[src/mcr_pkg.sv]
package mcr_pkg;

    // Field widths of the stream items
    localparam int unsigned CoordW  = 11;
    localparam int unsigned RadiusW = 10;
    localparam int unsigned ColorW  = 4;
    localparam int unsigned PixelW  = 13;
    localparam int unsigned DecW    = 14;

    // Largest radius taken; larger requests saturate to it
    localparam logic [RadiusW-1:0] MaxRadius = RadiusW'(1023);

    // Input kinds carried on s_tuser
    localparam logic MODE_START   = 1'b0;
    localparam logic MODE_ADVANCE = 1'b1;

    // One step's worth of work handed from the front to the back.
    // off_y is two's complement with one extra bit: a zero radius steps it to -1.
    typedef struct packed {
        logic [CoordW-1:0]  center_x;
        logic [CoordW-1:0]  center_y;
        logic [ColorW-1:0]  color;
        logic [RadiusW-1:0] off_x;
        logic [RadiusW:0]   off_y;
        logic               done;
    } group_t;

    // Octant mirror: swap the offsets, then negate either axis
    typedef struct packed {
        logic swap;
        logic neg_x;
        logic neg_y;
    } mirror_t;

    // Order: (x,y) (y,x) (-x,y) (x,-y) (-x,-y) (-y,-x) (y,-x) (-y,x)
    localparam mirror_t MirrorTab [8] = '{
        '{swap: 1'b0, neg_x: 1'b0, neg_y: 1'b0},
        '{swap: 1'b1, neg_x: 1'b0, neg_y: 1'b0},
        '{swap: 1'b0, neg_x: 1'b1, neg_y: 1'b0},
        '{swap: 1'b0, neg_x: 1'b0, neg_y: 1'b1},
        '{swap: 1'b0, neg_x: 1'b1, neg_y: 1'b1},
        '{swap: 1'b1, neg_x: 1'b1, neg_y: 1'b1},
        '{swap: 1'b1, neg_x: 1'b0, neg_y: 1'b1},
        '{swap: 1'b1, neg_x: 1'b1, neg_y: 1'b0}
    };

endpackage

[src/mcr_front.sv]
module mcr_front (
    input  logic                             aclk,
    input  logic                             aresetn,
    input  logic                             s_tvalid,
    output logic                             s_tready,
    input  logic                             in_mode,
    input  logic [mcr_pkg::CoordW-1:0]       in_center_x,
    input  logic [mcr_pkg::CoordW-1:0]       in_center_y,
    input  logic [mcr_pkg::RadiusW-1:0]      in_radius,
    input  logic [mcr_pkg::ColorW-1:0]       in_color,
    output logic                             push,
    output mcr_pkg::group_t                  push_group,
    input  logic                             queue_full
);

    logic [mcr_pkg::RadiusW-1:0] x_reg, x_next;
    logic [mcr_pkg::RadiusW:0]   y_reg, y_next;
    logic [mcr_pkg::DecW-1:0]    dec_reg, dec_next;
    logic [mcr_pkg::CoordW-1:0]  cx_reg, cx_next;
    logic [mcr_pkg::CoordW-1:0]  cy_reg, cy_next;
    logic [mcr_pkg::ColorW-1:0]  color_reg, color_next;
    logic                        active_reg, active_next;

    logic                        accept;
    logic [mcr_pkg::RadiusW-1:0] r_sat;
    logic [mcr_pkg::DecW-1:0]    x_ext, y_ext, dec_diff, dec_inc;
    logic                        step_done;

    assign s_tready = !queue_full;
    assign accept   = s_tvalid && s_tready;
    assign r_sat    = (in_radius > mcr_pkg::MaxRadius) ? mcr_pkg::MaxRadius : in_radius;
    assign x_ext    = {{(mcr_pkg::DecW-mcr_pkg::RadiusW){1'b0}}, x_reg};
    assign y_ext    = {{(mcr_pkg::DecW-mcr_pkg::RadiusW-1){y_reg[mcr_pkg::RadiusW]}}, y_reg};
    assign dec_diff = x_ext - y_ext;

    always_comb begin
        x_next      = x_reg;
        y_next      = y_reg;
        dec_next    = dec_reg;
        cx_next     = cx_reg;
        cy_next     = cy_reg;
        color_next  = color_reg;
        active_next = active_reg;
        push        = 1'b0;
        step_done   = 1'b0;
        dec_inc     = '0;
        if (accept) begin
            if (in_mode == mcr_pkg::MODE_START) begin
                // Latch the circle and place the pen at the top
                cx_next     = in_center_x;
                cy_next     = in_center_y;
                color_next  = in_color;
                x_next      = '0;
                y_next      = {1'b0, r_sat};
                dec_next    = mcr_pkg::DecW'(1)
                              - {{(mcr_pkg::DecW-mcr_pkg::RadiusW){1'b0}}, r_sat};
                active_next = 1'b1;
                push        = 1'b1;
            end else if (active_reg) begin
                if (dec_reg[mcr_pkg::DecW-1]) begin
                    dec_inc = {x_ext[mcr_pkg::DecW-2:0], 1'b0} + mcr_pkg::DecW'(3);
                end else begin
                    dec_inc = {dec_diff[mcr_pkg::DecW-2:0], 1'b0} + mcr_pkg::DecW'(5);
                    y_next  = y_reg - (mcr_pkg::RadiusW+1)'(1);
                end
                dec_next    = dec_reg + dec_inc;
                x_next      = x_reg + mcr_pkg::RadiusW'(1);
                step_done   = ($signed({1'b0, x_next}) > $signed(y_next));
                active_next = !step_done;
                push        = 1'b1;
            end
        end
    end

    always_comb begin
        push_group.center_x = cx_next;
        push_group.center_y = cy_next;
        push_group.color    = color_next;
        push_group.off_x    = x_next;
        push_group.off_y    = y_next;
        push_group.done     = step_done;
    end

    always_ff @(posedge aclk) begin
        if (!aresetn) begin
            x_reg      <= '0;
            y_reg      <= '0;
            dec_reg    <= '0;
            cx_reg     <= '0;
            cy_reg     <= '0;
            color_reg  <= '0;
            active_reg <= 1'b0;
        end else begin
            x_reg      <= x_next;
            y_reg      <= y_next;
            dec_reg    <= dec_next;
            cx_reg     <= cx_next;
            cy_reg     <= cy_next;
            color_reg  <= color_next;
            active_reg <= active_next;
        end
    end

endmodule

[src/mcr_queue.sv]
module mcr_queue (
    input  logic            aclk,
    input  logic            aresetn,
    input  logic            push,
    input  mcr_pkg::group_t push_group,
    output logic            full,
    input  logic            pop,
    output logic            head_valid,
    output mcr_pkg::group_t head_group
);

    // Two entries, head shown ahead of the pop
    mcr_pkg::group_t  slot_reg [2];
    logic             wr_ptr_reg, wr_ptr_next;
    logic             rd_ptr_reg, rd_ptr_next;
    logic [1:0]       count_reg, count_next;

    assign full       = (count_reg == 2'd2);
    assign head_valid = (count_reg != 2'd0);
    assign head_group = slot_reg[rd_ptr_reg];

    always_comb begin
        wr_ptr_next = wr_ptr_reg ^ push;
        rd_ptr_next = rd_ptr_reg ^ pop;
        count_next  = count_reg + {1'b0, push} - {1'b0, pop};
    end

    always_ff @(posedge aclk) begin
        if (push) begin
            slot_reg[wr_ptr_reg] <= push_group;
        end
    end

    always_ff @(posedge aclk) begin
        if (!aresetn) begin
            wr_ptr_reg <= 1'b0;
            rd_ptr_reg <= 1'b0;
            count_reg  <= 2'd0;
        end else begin
            wr_ptr_reg <= wr_ptr_next;
            rd_ptr_reg <= rd_ptr_next;
            count_reg  <= count_next;
        end
    end

endmodule

[src/mcr_back.sv]
module mcr_back (
    input  logic                             aclk,
    input  logic                             aresetn,
    input  logic                             head_valid,
    input  mcr_pkg::group_t                  head_group,
    output logic                             pop,
    output logic                             m_tvalid,
    input  logic                             m_tready,
    output logic [mcr_pkg::PixelW-1:0]       out_x,
    output logic [mcr_pkg::PixelW-1:0]       out_y,
    output logic [mcr_pkg::ColorW-1:0]       out_color,
    output logic                             out_last,
    output logic                             out_done
);

    logic [2:0]                  idx_reg, idx_next;
    logic                        valid_reg, valid_next;
    logic [mcr_pkg::PixelW-1:0]  px_reg, px_next;
    logic [mcr_pkg::PixelW-1:0]  py_reg, py_next;
    logic [mcr_pkg::ColorW-1:0]  color_reg;
    logic                        last_reg, last_next;
    logic                        done_reg;

    logic                        load;
    mcr_pkg::mirror_t            mir;
    logic [mcr_pkg::RadiusW:0]   mag_x, mag_y;
    logic [mcr_pkg::PixelW-1:0]  ext_x, ext_y, base_x, base_y;

    assign load = head_valid && (!valid_reg || m_tready);
    assign pop  = load && (idx_reg == 3'd7);
    assign mir  = mcr_pkg::MirrorTab[idx_reg];

    always_comb begin
        // Offsets are signed: off_x is never negative, off_y may be -1
        mag_x  = mir.swap ? head_group.off_y : {1'b0, head_group.off_x};
        mag_y  = mir.swap ? {1'b0, head_group.off_x} : head_group.off_y;
        ext_x  = {{(mcr_pkg::PixelW-mcr_pkg::RadiusW-1){mag_x[mcr_pkg::RadiusW]}}, mag_x};
        ext_y  = {{(mcr_pkg::PixelW-mcr_pkg::RadiusW-1){mag_y[mcr_pkg::RadiusW]}}, mag_y};
        base_x = {{(mcr_pkg::PixelW-mcr_pkg::CoordW){1'b0}}, head_group.center_x};
        base_y = {{(mcr_pkg::PixelW-mcr_pkg::CoordW){1'b0}}, head_group.center_y};
        px_next = mir.neg_x ? (base_x - ext_x) : (base_x + ext_x);
        py_next = mir.neg_y ? (base_y - ext_y) : (base_y + ext_y);
        last_next = (idx_reg == 3'd7);
    end

    always_comb begin
        idx_next   = idx_reg;
        valid_next = valid_reg;
        if (load) begin
            idx_next   = idx_reg + 3'd1;
            valid_next = 1'b1;
        end else if (m_tready) begin
            valid_next = 1'b0;
        end
    end

    always_ff @(posedge aclk) begin
        if (load) begin
            px_reg    <= px_next;
            py_reg    <= py_next;
            color_reg <= head_group.color;
            done_reg  <= last_next && head_group.done;
        end
    end

    always_ff @(posedge aclk) begin
        if (!aresetn) begin
            idx_reg   <= 3'd0;
            valid_reg <= 1'b0;
            last_reg  <= 1'b0;
        end else begin
            idx_reg   <= idx_next;
            valid_reg <= valid_next;
            if (load) begin
                last_reg <= last_next;
            end
        end
    end

    assign m_tvalid  = valid_reg;
    assign out_x     = px_reg;
    assign out_y     = py_reg;
    assign out_color = color_reg;
    assign out_last  = last_reg;
    assign out_done  = done_reg;

endmodule

[src/midpoint_circle_rasterizer_top.sv]
// A group's first pixel reaches m_tdata through the group queue and then the pixel unit's
// output register, which loads once the output is free or m_tready is high.
// Throughput: one pixel per cycle while m_tready stays high, eight pixels for each start
// or active advance, set by the pixel unit's walk over the eight mirrors; idle advances push none.
// A two-entry group queue lets the step logic take the next item meanwhile.
// Reset: aresetn synchronous, active low; clears queue, output valid and circle state.
module midpoint_circle_rasterizer_top (
    input  logic        aclk,
    input  logic        aresetn,
    input  logic        s_tvalid,
    output logic        s_tready,
    input  logic [39:0] s_tdata,   // center_x[10:0], center_y[21:11], radius[31:22],
                                   // pen_color[35:32], zero pad[39:36]
    input  logic        s_tuser,   // mode: 0 start, 1 advance
    output logic        m_tvalid,
    input  logic        m_tready,
    output logic [31:0] m_tdata,   // pixel_x[12:0], pixel_y[25:13], pixel_color[29:26],
                                   // zero pad[31:30]
    output logic        m_tlast,   // last_of_step
    output logic        m_tuser    // circle_done
);

    // Front to queue
    logic            push;
    mcr_pkg::group_t push_group;
    logic            queue_full;

    // Queue to back
    logic            pop;
    logic            head_valid;
    mcr_pkg::group_t head_group;

    logic [mcr_pkg::PixelW-1:0] pix_x;
    logic [mcr_pkg::PixelW-1:0] pix_y;
    logic [mcr_pkg::ColorW-1:0] pix_color;

    // Step logic: decode each transfer, latch a start or run one midpoint step on an advance,
    // hand the resulting position to the queue; drop advances while idle
    mcr_front u_front (
        .aclk        (aclk),
        .aresetn     (aresetn),
        .s_tvalid    (s_tvalid),
        .s_tready    (s_tready),
        .in_mode     (s_tuser),
        .in_center_x (s_tdata[10:0]),
        .in_center_y (s_tdata[21:11]),
        .in_radius   (s_tdata[31:22]),
        .in_color    (s_tdata[35:32]),
        .push        (push),
        .push_group  (push_group),
        .queue_full  (queue_full)
    );

    // Hold up to two pending groups so both sides stall independently
    mcr_queue u_queue (
        .aclk       (aclk),
        .aresetn    (aresetn),
        .push       (push),
        .push_group (push_group),
        .full       (queue_full),
        .pop        (pop),
        .head_valid (head_valid),
        .head_group (head_group)
    );

    // Pixel unit: walk the eight octant mirrors of the head group, one
    // registered pixel per transfer
    mcr_back u_back (
        .aclk       (aclk),
        .aresetn    (aresetn),
        .head_valid (head_valid),
        .head_group (head_group),
        .pop        (pop),
        .m_tvalid   (m_tvalid),
        .m_tready   (m_tready),
        .out_x      (pix_x),
        .out_y      (pix_y),
        .out_color  (pix_color),
        .out_last   (m_tlast),
        .out_done   (m_tuser)
    );

    assign m_tdata = {2'b00, pix_color, pix_y, pix_x};

endmodule

[config.mk]
export PLATFORM = sky130hd
export DESIGN_NAME = midpoint_circle_rasterizer_top
export DESIGN_NICKNAME = d
export VERILOG_FILES = /design/src/mcr_pkg.sv /design/src/mcr_front.sv /design/src/mcr_queue.sv /design/src/mcr_back.sv /design/src/midpoint_circle_rasterizer_top.sv
export SDC_FILE = /design/constraint.sdc
export NUM_CORES = 1
export LEC_CHECK = 0
export BUFFER_PORTS_ARGS = -buffer_cell sky130_fd_sc_hd__buf_2
export CAP_MARGIN = 40
export CORE_MARGIN = 2
export CORE_UTILIZATION = 35
export CTS_CLUSTER_SIZE = 28
export DETAILED_ROUTE_END_ITERATION = 8
export SLEW_MARGIN = 20
export SYNTH_ARGS = -nofsm -noshare
export SYNTH_HDL_FRONTEND = slang
export SYNTH_SLANG_ARGS = --single-unit
[constraint.sdc]
create_clock -name aclk -period 6.3 [get_ports aclk]
set_clock_uncertainty 0.2 [all_clocks]
set_input_delay 0.315 -clock aclk [delete_from_list [all_inputs] [get_ports aclk]]
set_output_delay 0.315 -clock aclk [all_outputs]
set_load 0.02 [all_outputs]
## Yosys cells after proc, flatten, opt, wreduce, memory -nomap -nowiden

Memories as Yosys holds them, arrays and structs flattened. A register that Yosys moved wholly into a read port is not among the register bits.
Index checks and enable logic that the tools add are counted.

- Register bits after elaboration: 102
- Memory bits (writable): 96
- Bits in read-only memories: 24
- Input bits: 45
- Output and inout bits: 36
- Word-level logic and storage cells: 95
- Memories: 2

Memories:

| memory | depth | bits a word | read ports | clocked after memory_dff | write ports | RTL line | source |
|---|---|---|---|---|---|---|---|
| u_queue.slot_reg | 2 | 48 | 1 | 1 | 1 | mcr_queue.sv:13 | `mcr_pkg::group_t slot_reg [2];` |
| (name not given) | 8 | 3 | 1 | 0 | 0 | mcr_back.sv:31 | `assign mir = mcr_pkg::MirrorTab[idx_reg];` |

- Add/sub/neg operators: 14
- $lt $le $gt $ge: 3
- Eq/ne operators: 3
- Mux-type cells: 42
- Bitwise logic cells: 3
- Reduce and logical (&&, ||, !) cells: 11

Operators with widths:

| cell | number |
|---|---|
| 11-bit 2-to-1 mux | 13 |
| 14-bit 2-to-1 mux | 6 |
| 10-bit 2-to-1 mux | 4 |
| 12-bit by 11-bit adder with 13-bit output | 2 |
| 13-bit 2-to-1 mux | 2 |
| 12-bit by 11-bit subtractor with 13-bit output | 2 |
| 14-bit adder | 1 |
| 14-bit by 3-bit adder with 14-bit output (second input constant) | 1 |
| 1-bit 2-to-1 mux | 13 |
| 11-bit by 2-bit adder with 12-bit output (second input constant) | 1 |
| 11-bit by 11-bit subtractor with 12-bit output | 1 |
| 11-bit > comparator | 1 |
| 1-bit by 10-bit subtractor with 11-bit output (first input constant) | 1 |
| 11-bit by 1-bit subtractor with 11-bit output (second input constant) | 1 |
| 10-bit by 1-bit adder with 10-bit output (second input constant) | 1 |
| 10-bit > comparator (second input constant) | 1 |
| 4-bit 2-to-1 mux | 2 |
| 3-bit 2-to-1 mux | 2 |
| 4-bit greater-or-equal comparator (second input constant) | 1 |
| 1-bit logical AND | 4 |
| 3-bit inverter with 4-bit output | 1 |
| 2-bit nonzero test | 2 |
| 3-bit by 1-bit adder with 3-bit output (second input constant) | 1 |
| 3-bit == test (second input constant) | 1 |
| other kinds (8) | 11 |

## Depth between registers and ports, before layout

Gate-level depths: netlist of the first run.

- Depth in word-level cells: 9
- Depth in mapped cells: 20
- Depth with buffers taken out: 20

## Modules after synthesis

A second synthesis of the first run with hierarchy kept.

- Cells, all modules: 1093
- Area total of the unflattened synthesis: 11751.3 sq um

By module, submodules not included:

| module | times used | cells each | area an instance (sq um) | seq. area each (sq um) |
|---|---|---|---|---|
| mcr_front | 1 | 583 | 4733.3 | 1241.2 |
| mcr_queue | 1 | 170 | 3778.6 | 2982.9 |
| mcr_back | 1 | 337 | 3220.6 | 1031.0 |
| midpoint_circle_rasterizer_top | 1 | 3 | 18.8 | 0.0 |

## Least setup slack after synthesis of the first run

Ideal clock, no wire load.

- Kind: reg2reg
- Start point: register u_front.x_reg[0] (netlist name)
- End point: register u_front.dec_reg[12] (netlist name)
- Library setup time: 0.119 ns
- Arrival time: 4.160 ns
- Required time: 5.981 ns
- Setup slack: 1.821 ns
- Cell stages (with the launch flop): 20
- Path buffers: 0
- Clock period less this slack: 4.479 ns
- Cells stage by stage: dfxtp_1 inv_1 ha_1 inv_1 fa_1 a211oi_2 nor2_1 xnor2_1 nor4_1 xnor2_1 mux2_2 ha_1 a21o_1 a21oi_1 inv_1 a211o_1 a2111oi_0 o21ai_0 nor3b_1 o221a_2

- Cells in the longest elaborated chain, start to end: 9
- Elaborated cells between the ends (all ways): 10
- Those cells by class: add/sub: 4; mux: 6

Ends and longest elaborated chain:

| element | RTL line | source |
|---|---|---|
| start: declaration | mcr_front.sv:16 | `logic [mcr_pkg::RadiusW-1:0] x_reg, x_next;` |
| start signal: assignment | mcr_front.sv:94 | `x_reg <= x_next;` |
| 11-bit by 11-bit subtractor with 12-bit output | mcr_front.sv:34 | `assign dec_diff = x_ext - y_ext;` |
| 14-bit by 3-bit adder with 14-bit output | mcr_front.sv:63 | `dec_inc = {dec_diff[mcr_pkg::DecW-2:0], 1'b0} + mcr_pkg::DecW'(5);` |
| 14-bit 2-to-1 mux * | mcr_front.sv:60 | `if (dec_reg[mcr_pkg::DecW-1]) begin` |
| 14-bit 2-to-1 mux * | mcr_front.sv:59 | `end else if (active_reg) begin` |
| 14-bit 2-to-1 mux * | mcr_front.sv:48 | `if (in_mode == mcr_pkg::MODE_START) begin` |
| 14-bit 2-to-1 mux * | mcr_front.sv:47 | `if (accept) begin` |
| 14-bit adder * | mcr_front.sv:66 | `dec_next = dec_reg + dec_inc;` |
| 14-bit 2-to-1 mux * | mcr_front.sv:59 |  |
| 14-bit 2-to-1 mux * | mcr_front.sv:48 |  |
| end signal: assignment | mcr_front.sv:96 | `dec_reg <= dec_next;` |
| end: declaration | mcr_front.sv:18 | `logic [mcr_pkg::DecW-1:0] dec_reg, dec_next;` |

Every way passes the cells marked *; elsewhere a longest branch is shown, timed or not. The select of a mux whose other input is x is not followed.
A chain may end at the register's enable or synchronous reset.

## Worst setup path after layout of the first run

Ends and elaborated chain as after synthesis.

==> metrics.csv, run 1 <==
metric,value,unit
startpoint,u_front.x_reg[0]$_SDFF_PN0_,
die_y,185,um
grt_remaining_overflow,0,
ios,81,
setup_viol,0,
cap_violations,0,
area_growth_syn_to_layout,14.4,%
ys.flop_type,edfxtp_1,
cts_tree,yes,
final.setup.worst_slack,1330,ps
drc_errors,0,
critPathTopFamily,compound AO/OA/AOI/OAI gates,
grt_pass1_vias,7850,
fp.dieArea,34100,um^2
largest_reg_flops,96,
ys_ff_latch,199,
cts.path.max_buffers,2,
ir_worst_vdd,0.187,mV
status,completed,
synthCells,1036,
worstPathArrival,5100,ps
hpwl,17900,um
clock-root-buffer,clkbuf_16,
path_common_cell,inv_1,
vias_per_cell,5.13,
cp_num_buf_inv,3,
syn-mean-instance-area,11.0,um^2
finish.utilization,40.4,%
synth-edff-count,127,
cts_resized,0,
slowest_stage,a2111oi_0,
setup_tns,0,ps
timing.rr.start,u_front.x_reg[0]$_SDFF_PN0_,
critPathMaxStageDelay,480,ps
crit_end,u_front.dec_reg[12]$_SDFFE_PN0P_,
std_cell_rows,66,
cts_sinks,199,
worst_setup_path_start_kind,flip-flop,
clk_latency,440,ps
vias,8032,
synth_area_leader_cell,edfxtp_1,
routed_wirelength,25200,um
drtPass1Iterations,5,
synthMostInstantiatedCell,edfxtp_1,
grt_use_total,15.1,%
slew-limit-headroom,48.9,%
tightest_slew,766,ps
antenna_found_initial,0,
power_density,336,nW/um^2
grt_max_degree,58,
antenna_cells,0,
clkTransAtPathRegs,90,ps
tritoncts.num_buffers,17,
start_util,35.3,%
r2r_slack,1330,ps
wl_per_cell,16.1,um
max_freq,0.201,GHz
gp_congestion,0.837,
r2r-end,u_front.dec_reg[12]$_SDFFE_PN0P_,
cts_max_level,4,
stdcell_area,13100,um^2
fin_crit_sh,78.8,%
drtAntennaViolNets,0,
path_max_fanout,6,
syn_area,11400,um^2
grt_setup_unrepaired,no,
synth.distinct_cells,72,
required,6440,ps
yosys-top-cells-count,"edfxtp_1 (127), dfxtp_1 (72), a21oi_1 (70), ha_1 (69), nor2_1 (69)",
grt_pass1_wl,40400,um
core_area,32300,um^2
ys_async_sr_fraction,0,%
hold_viol,0,
dieWidth,185,um
cts_setup_buffers,0,
holdBufCountCts,9,
yosysTopAreaCellShare,33.4,%
yosysWarnings,0,
drive_above_1_share,19.5,%
crit_type,reg2reg,
finalNetCount,1229,
p_leak,5.07,nW
critPathCaptureType,flip-flop,
io_buffers,74,
yosysSeqAreaShare,46.0,%
layout_min_cycle_time,4970,ps
drt_iter0_drc,502,
synth.area.top_cells,"edfxtp_1 (33%), dfxtp_1 (13%), ha_1 (7.6%)",
worstRegToRegCells,19,
placed_area,12300,um^2
drv_slew,0,
dpl_worst_slack,1350,ps
hold_path.class,in2reg,
crit_chain,"inv_1, ha_1, inv_1, fa_1, a211oi_2, nor2_1, xnor2_1, nor4_1, xnor2_1, mux2_2, ha_1, a21o_1, a21oi_1, inv_1, a211o_1, a2111oi_0, o21ai_0, nor3b_1, o221a_2",
crit_cells,19,
## layer usage
metal	up-vias	part of all wire (%)	GRT usage, %
met4	0	1.4	4.29
met5	-	0	0
met3	24	3.7	2.61
li1	3947	-	-
met1	3888	48	20.1
met2	173	47	25.1
## cell usage in the layout, fill, tap and decap left out, types with 48 or more instances in the layout
master / count
dfxtp_1: 71
nor2_1: 68
a21oi_1: 69
buf_2: 74
nand2_1: 50
and2_1: 53
ha_1: 67
edfxtp_1: 127
o21ai_0: 48
mux2_2: 55
xnor2_1: 55
## worst min-delay path by stage
stage / start / end / slack (ps) / cells after the start
final: s_tdata[4] / u_queue.slot_reg[1][41]$_DFFE_PP_ / 20 / 2
after global routing: s_tdata[32] / u_queue.slot_reg[0][22]$_DFFE_PP_ / 0.8 / 2
after CTS: s_tdata[34] / u_queue.slot_reg[0][24]$_DFFE_PP_ / 0.1 / 2
after detailed placement: u_back.out_last$_SDFFE_PN0P_ / u_back.out_last$_SDFFE_PN0P_ / 280 / 2
after global placement: u_back.out_last$_SDFFE_PN0P_ / u_back.out_last$_SDFFE_PN0P_ / 280 / 2
after floorplan: u_front.dec_reg[2]$_SDFFE_PN0P_ / u_front.dec_reg[2]$_SDFFE_PN0P_ / 270 / 2
## cell type report
cell class	count	area [um^2]
clock buffers	17	425
clock inverters	15	241
inverters	44	165
flip-flops and latches	199	5260
repair buffers	97	613
well taps	442	553
fillers	3126	19200
multi-input cells	752	5810
## cells by family after synthesis
family	count (synthesis)	share of synthesized area, %
AO/OA/AOI/OAI	209	11.4
AND/OR/NAND/NOR	288	13.3
multiplexers	91	10.8
flip-flops	199	46.0
other	1	0.0329
XOR/XNOR	89	6.83
buffers and inverters	86	3.28
adder cells (fa/ha/maj)	73	8.27
## report_power, final
group	internal (mW)	switching, mW	leakage (nW)	total, mW
registers	1.60	0.0615	1.79	1.66
logic	0.646	0.885	2.96	1.53
clock network	0.573	0.619	0.321	1.19
total	2.82	1.57	5.07	4.39
## stage by stage
stage | hold slack [ps] | instances | total power [mW]
4_1_cts | 0.137 | 1564 | 4.42
3_5_place_dp | 279 | 1523 | 3.21
6_report | 19.8 | 1566 | 4.39
2_1_floorplan | 267 | 1037 | 2.85
5_1_grt | 0.829 | 1566 | 4.66
3_3_place_gp | 276 | 1521 | 3.16
No activity file was read; power rests on OpenSTA's default activity.
==> run 2: changes to the inputs <==
clock period = 4.3 ns   (was 6.3 ns; I/O delays follow)
==> metrics.csv, run 2 (same netlist as run 1, synthesis figures left out) <==
metric,value,unit
vias_per_cell,5.06,
hold_path.class,in2reg,
crit_type,reg2reg,
slowest_stage,fa_2,
area_growth_syn_to_layout,20.0,%
violations,setup timing,
drive_above_1_share,23.7,%
drt_iter0_drc,544,
routed_wirelength,25700,um
vias,8270,
layout.cells.most_common,edfxtp_1,
ir_worst_vdd,0.300,mV
crit_chain,"inv_1, ha_2, inv_1, fa_2, a211oi_4, buf_4, o2111a_1, a311oi_2, nor4_2, nand2_1, xor2_1, o21ai_1, ha_1, buf_4, nand3_2, a21oi_2, o31ai_2, a311oi_2, a31oi_2, nor4_2, a311oi_1, a21oi_1",
whs,46.0,ps
antenna_cells,0,
path_max_fanout,4,
std_cell_rows,66,
antenna_found_initial,0,
dieWidth,185,um
ios,81,
drv_slew,0,
slew-limit-headroom,57.1,%
critPathCaptureType,flip-flop,
clkTransAtPathRegs,90,ps
fin_crit_sh,103,%
tritoncts.num_buffers,17,
start_util,35.3,%
cap_violations,0,
setup_viol,1,
grt_pass1_vias,8039,
final.setup.worst_slack,-108,ps
p_total,6.55,mW
cts_sinks,199,
fp.dieArea,34100,um^2
power_density,478,nW/um^2
wl_per_cell,15.7,um
worst_setup_path_start_kind,flip-flop,
drtAntennaViolNets,0,
setup_tns,-108,ps
cts.path.max_buffers,2,
required,4470,ps
drc_errors,0,
finalNetCount,1298,
clk_latency,450,ps
cts_tree,yes,
largest_reg_flops,96,
grt_remaining_overflow,0,
max_freq,0.227,GHz
layout_common_cells,"edfxtp_1 (127), buf_2 (74), dfxtp_1 (70)",
drtPass1Iterations,5,
worstPathArrival,4580,ps
core_area,32300,um^2
tightest_slew,643,ps
gp_congestion,0.861,
die_y,185,um
layout_min_cycle_time,4410,ps
grt_use_total,15.5,%
fill_cells,3063,
grt_pass1_wl,41300,um
status,finished with violations,
cts_max_level,4,
p_leak,5.38,nW
grt_max_degree,57,
finish.utilization,42.4,%
grt_setup_unrepaired,yes,
hpwl,19000,um
critPathMaxStageDelay,420,ps
io_buffers,74,
hold_viol,0,
clock-root-buffer,clkbuf_16,
==> run 2: cell types whose count changed in the layout (fill, tap and decap cells not counted), moves of 3 or more <==
cell / change
ha_1: -4
dlygate4sd3_1: +23
inv_16: -4
buf_4: +49
ha_2: +3
==> run 2: cell type report <==
class / count / area [um^2] / area share, %
clock inverters: 15 / 209 / 1.53
multi-input cells: 752 / 5930 / 43.3
flip-flops and latches: 199 / 5260 / 38.4
inverters: 44 / 165 / 1.21
repair buffers: 166 / 1150 / 8.43
well taps: 442 / 553 / 4.04
clock buffers: 17 / 425 / 3.11
==> run 2: metal layers <==
| layer | vias up | part of all wire, % | GRT usage (%) | wire length [um] |
|---|---|---|---|---|
| met2 | 159 | 46 | 25.7 | 11800 |
| met4 | 0 | 1.8 | 4.42 | 461 |
| met1 | 3989 | 49 | 21.0 | 12600 |
| li1 | 4094 | - | - | - |
| met5 | - | 0 | 0 | 0 |
| met3 | 28 | 3.2 | 2.49 | 833 |
==> run 2: repair_timing <==
action / in CTS / in global routing
gates resized for setup: 3 / 16
endpoints found under the setup margin: 2 / 7
gates cloned: 0 / 0
pin swaps: 3 / 12
hold buffers: 32 / 0
setup buffers: 1 / 2
hold endpoints to repair: 87 / 0
==> run 2: worst max-delay path, delay by kind of cell, from the launching register on <==
family / cells / cell delay [ps]
DFF: 1 / 310
adders and majority gates: 3 / 930
xor gates and xnor gates: 1 / 150
AOI/OAI and AO/OA: 10 / 1590
buffers and inverters: 4 / 420
and+or+nand+nor: 4 / 750
==> run 2: per-stage QoR <==
step / std cells / instance area (um^2) / worst slack [ps]
after floorplan: 1037 / 11500 / 4.34
after global placement: 1568 / 12600 / -109
after detailed placement: 1568 / 12600 / -111
after CTS: 1633 / 13600 / 3.06
after global routing: 1635 / 13700 / -338
final: 1635 / 13700 / -108
==> run 2: path summary, 6_finish.rpt <==
kind	cells past startpoint	to	startpoint	slack, ps
worst max-delay path	22	u_front.dec_reg[13]$_SDFFE_PN0P_	u_front.x_reg[0]$_SDFF_PN0_	-110
worst min-delay path	4	u_front.dec_reg[4]$_SDFFE_PN0P_	s_tdata[24]	50
worst max register to register	22	u_front.dec_reg[13]$_SDFFE_PN0P_	u_front.x_reg[0]$_SDFF_PN0_	-110
worst min register to register	2	u_back.out_last$_SDFFE_PN0P_	u_back.out_last$_SDFFE_PN0P_	290
==> run 2: power breakdown <==
group	total, mW	leakage, nW	internal, mW	switching [mW]
clock	1.71	0.309	0.899	0.812
sequential	2.43	1.79	2.35	0.0871
combinational	2.40	3.28	1.06	1.34
total	6.55	5.38	4.31	2.24
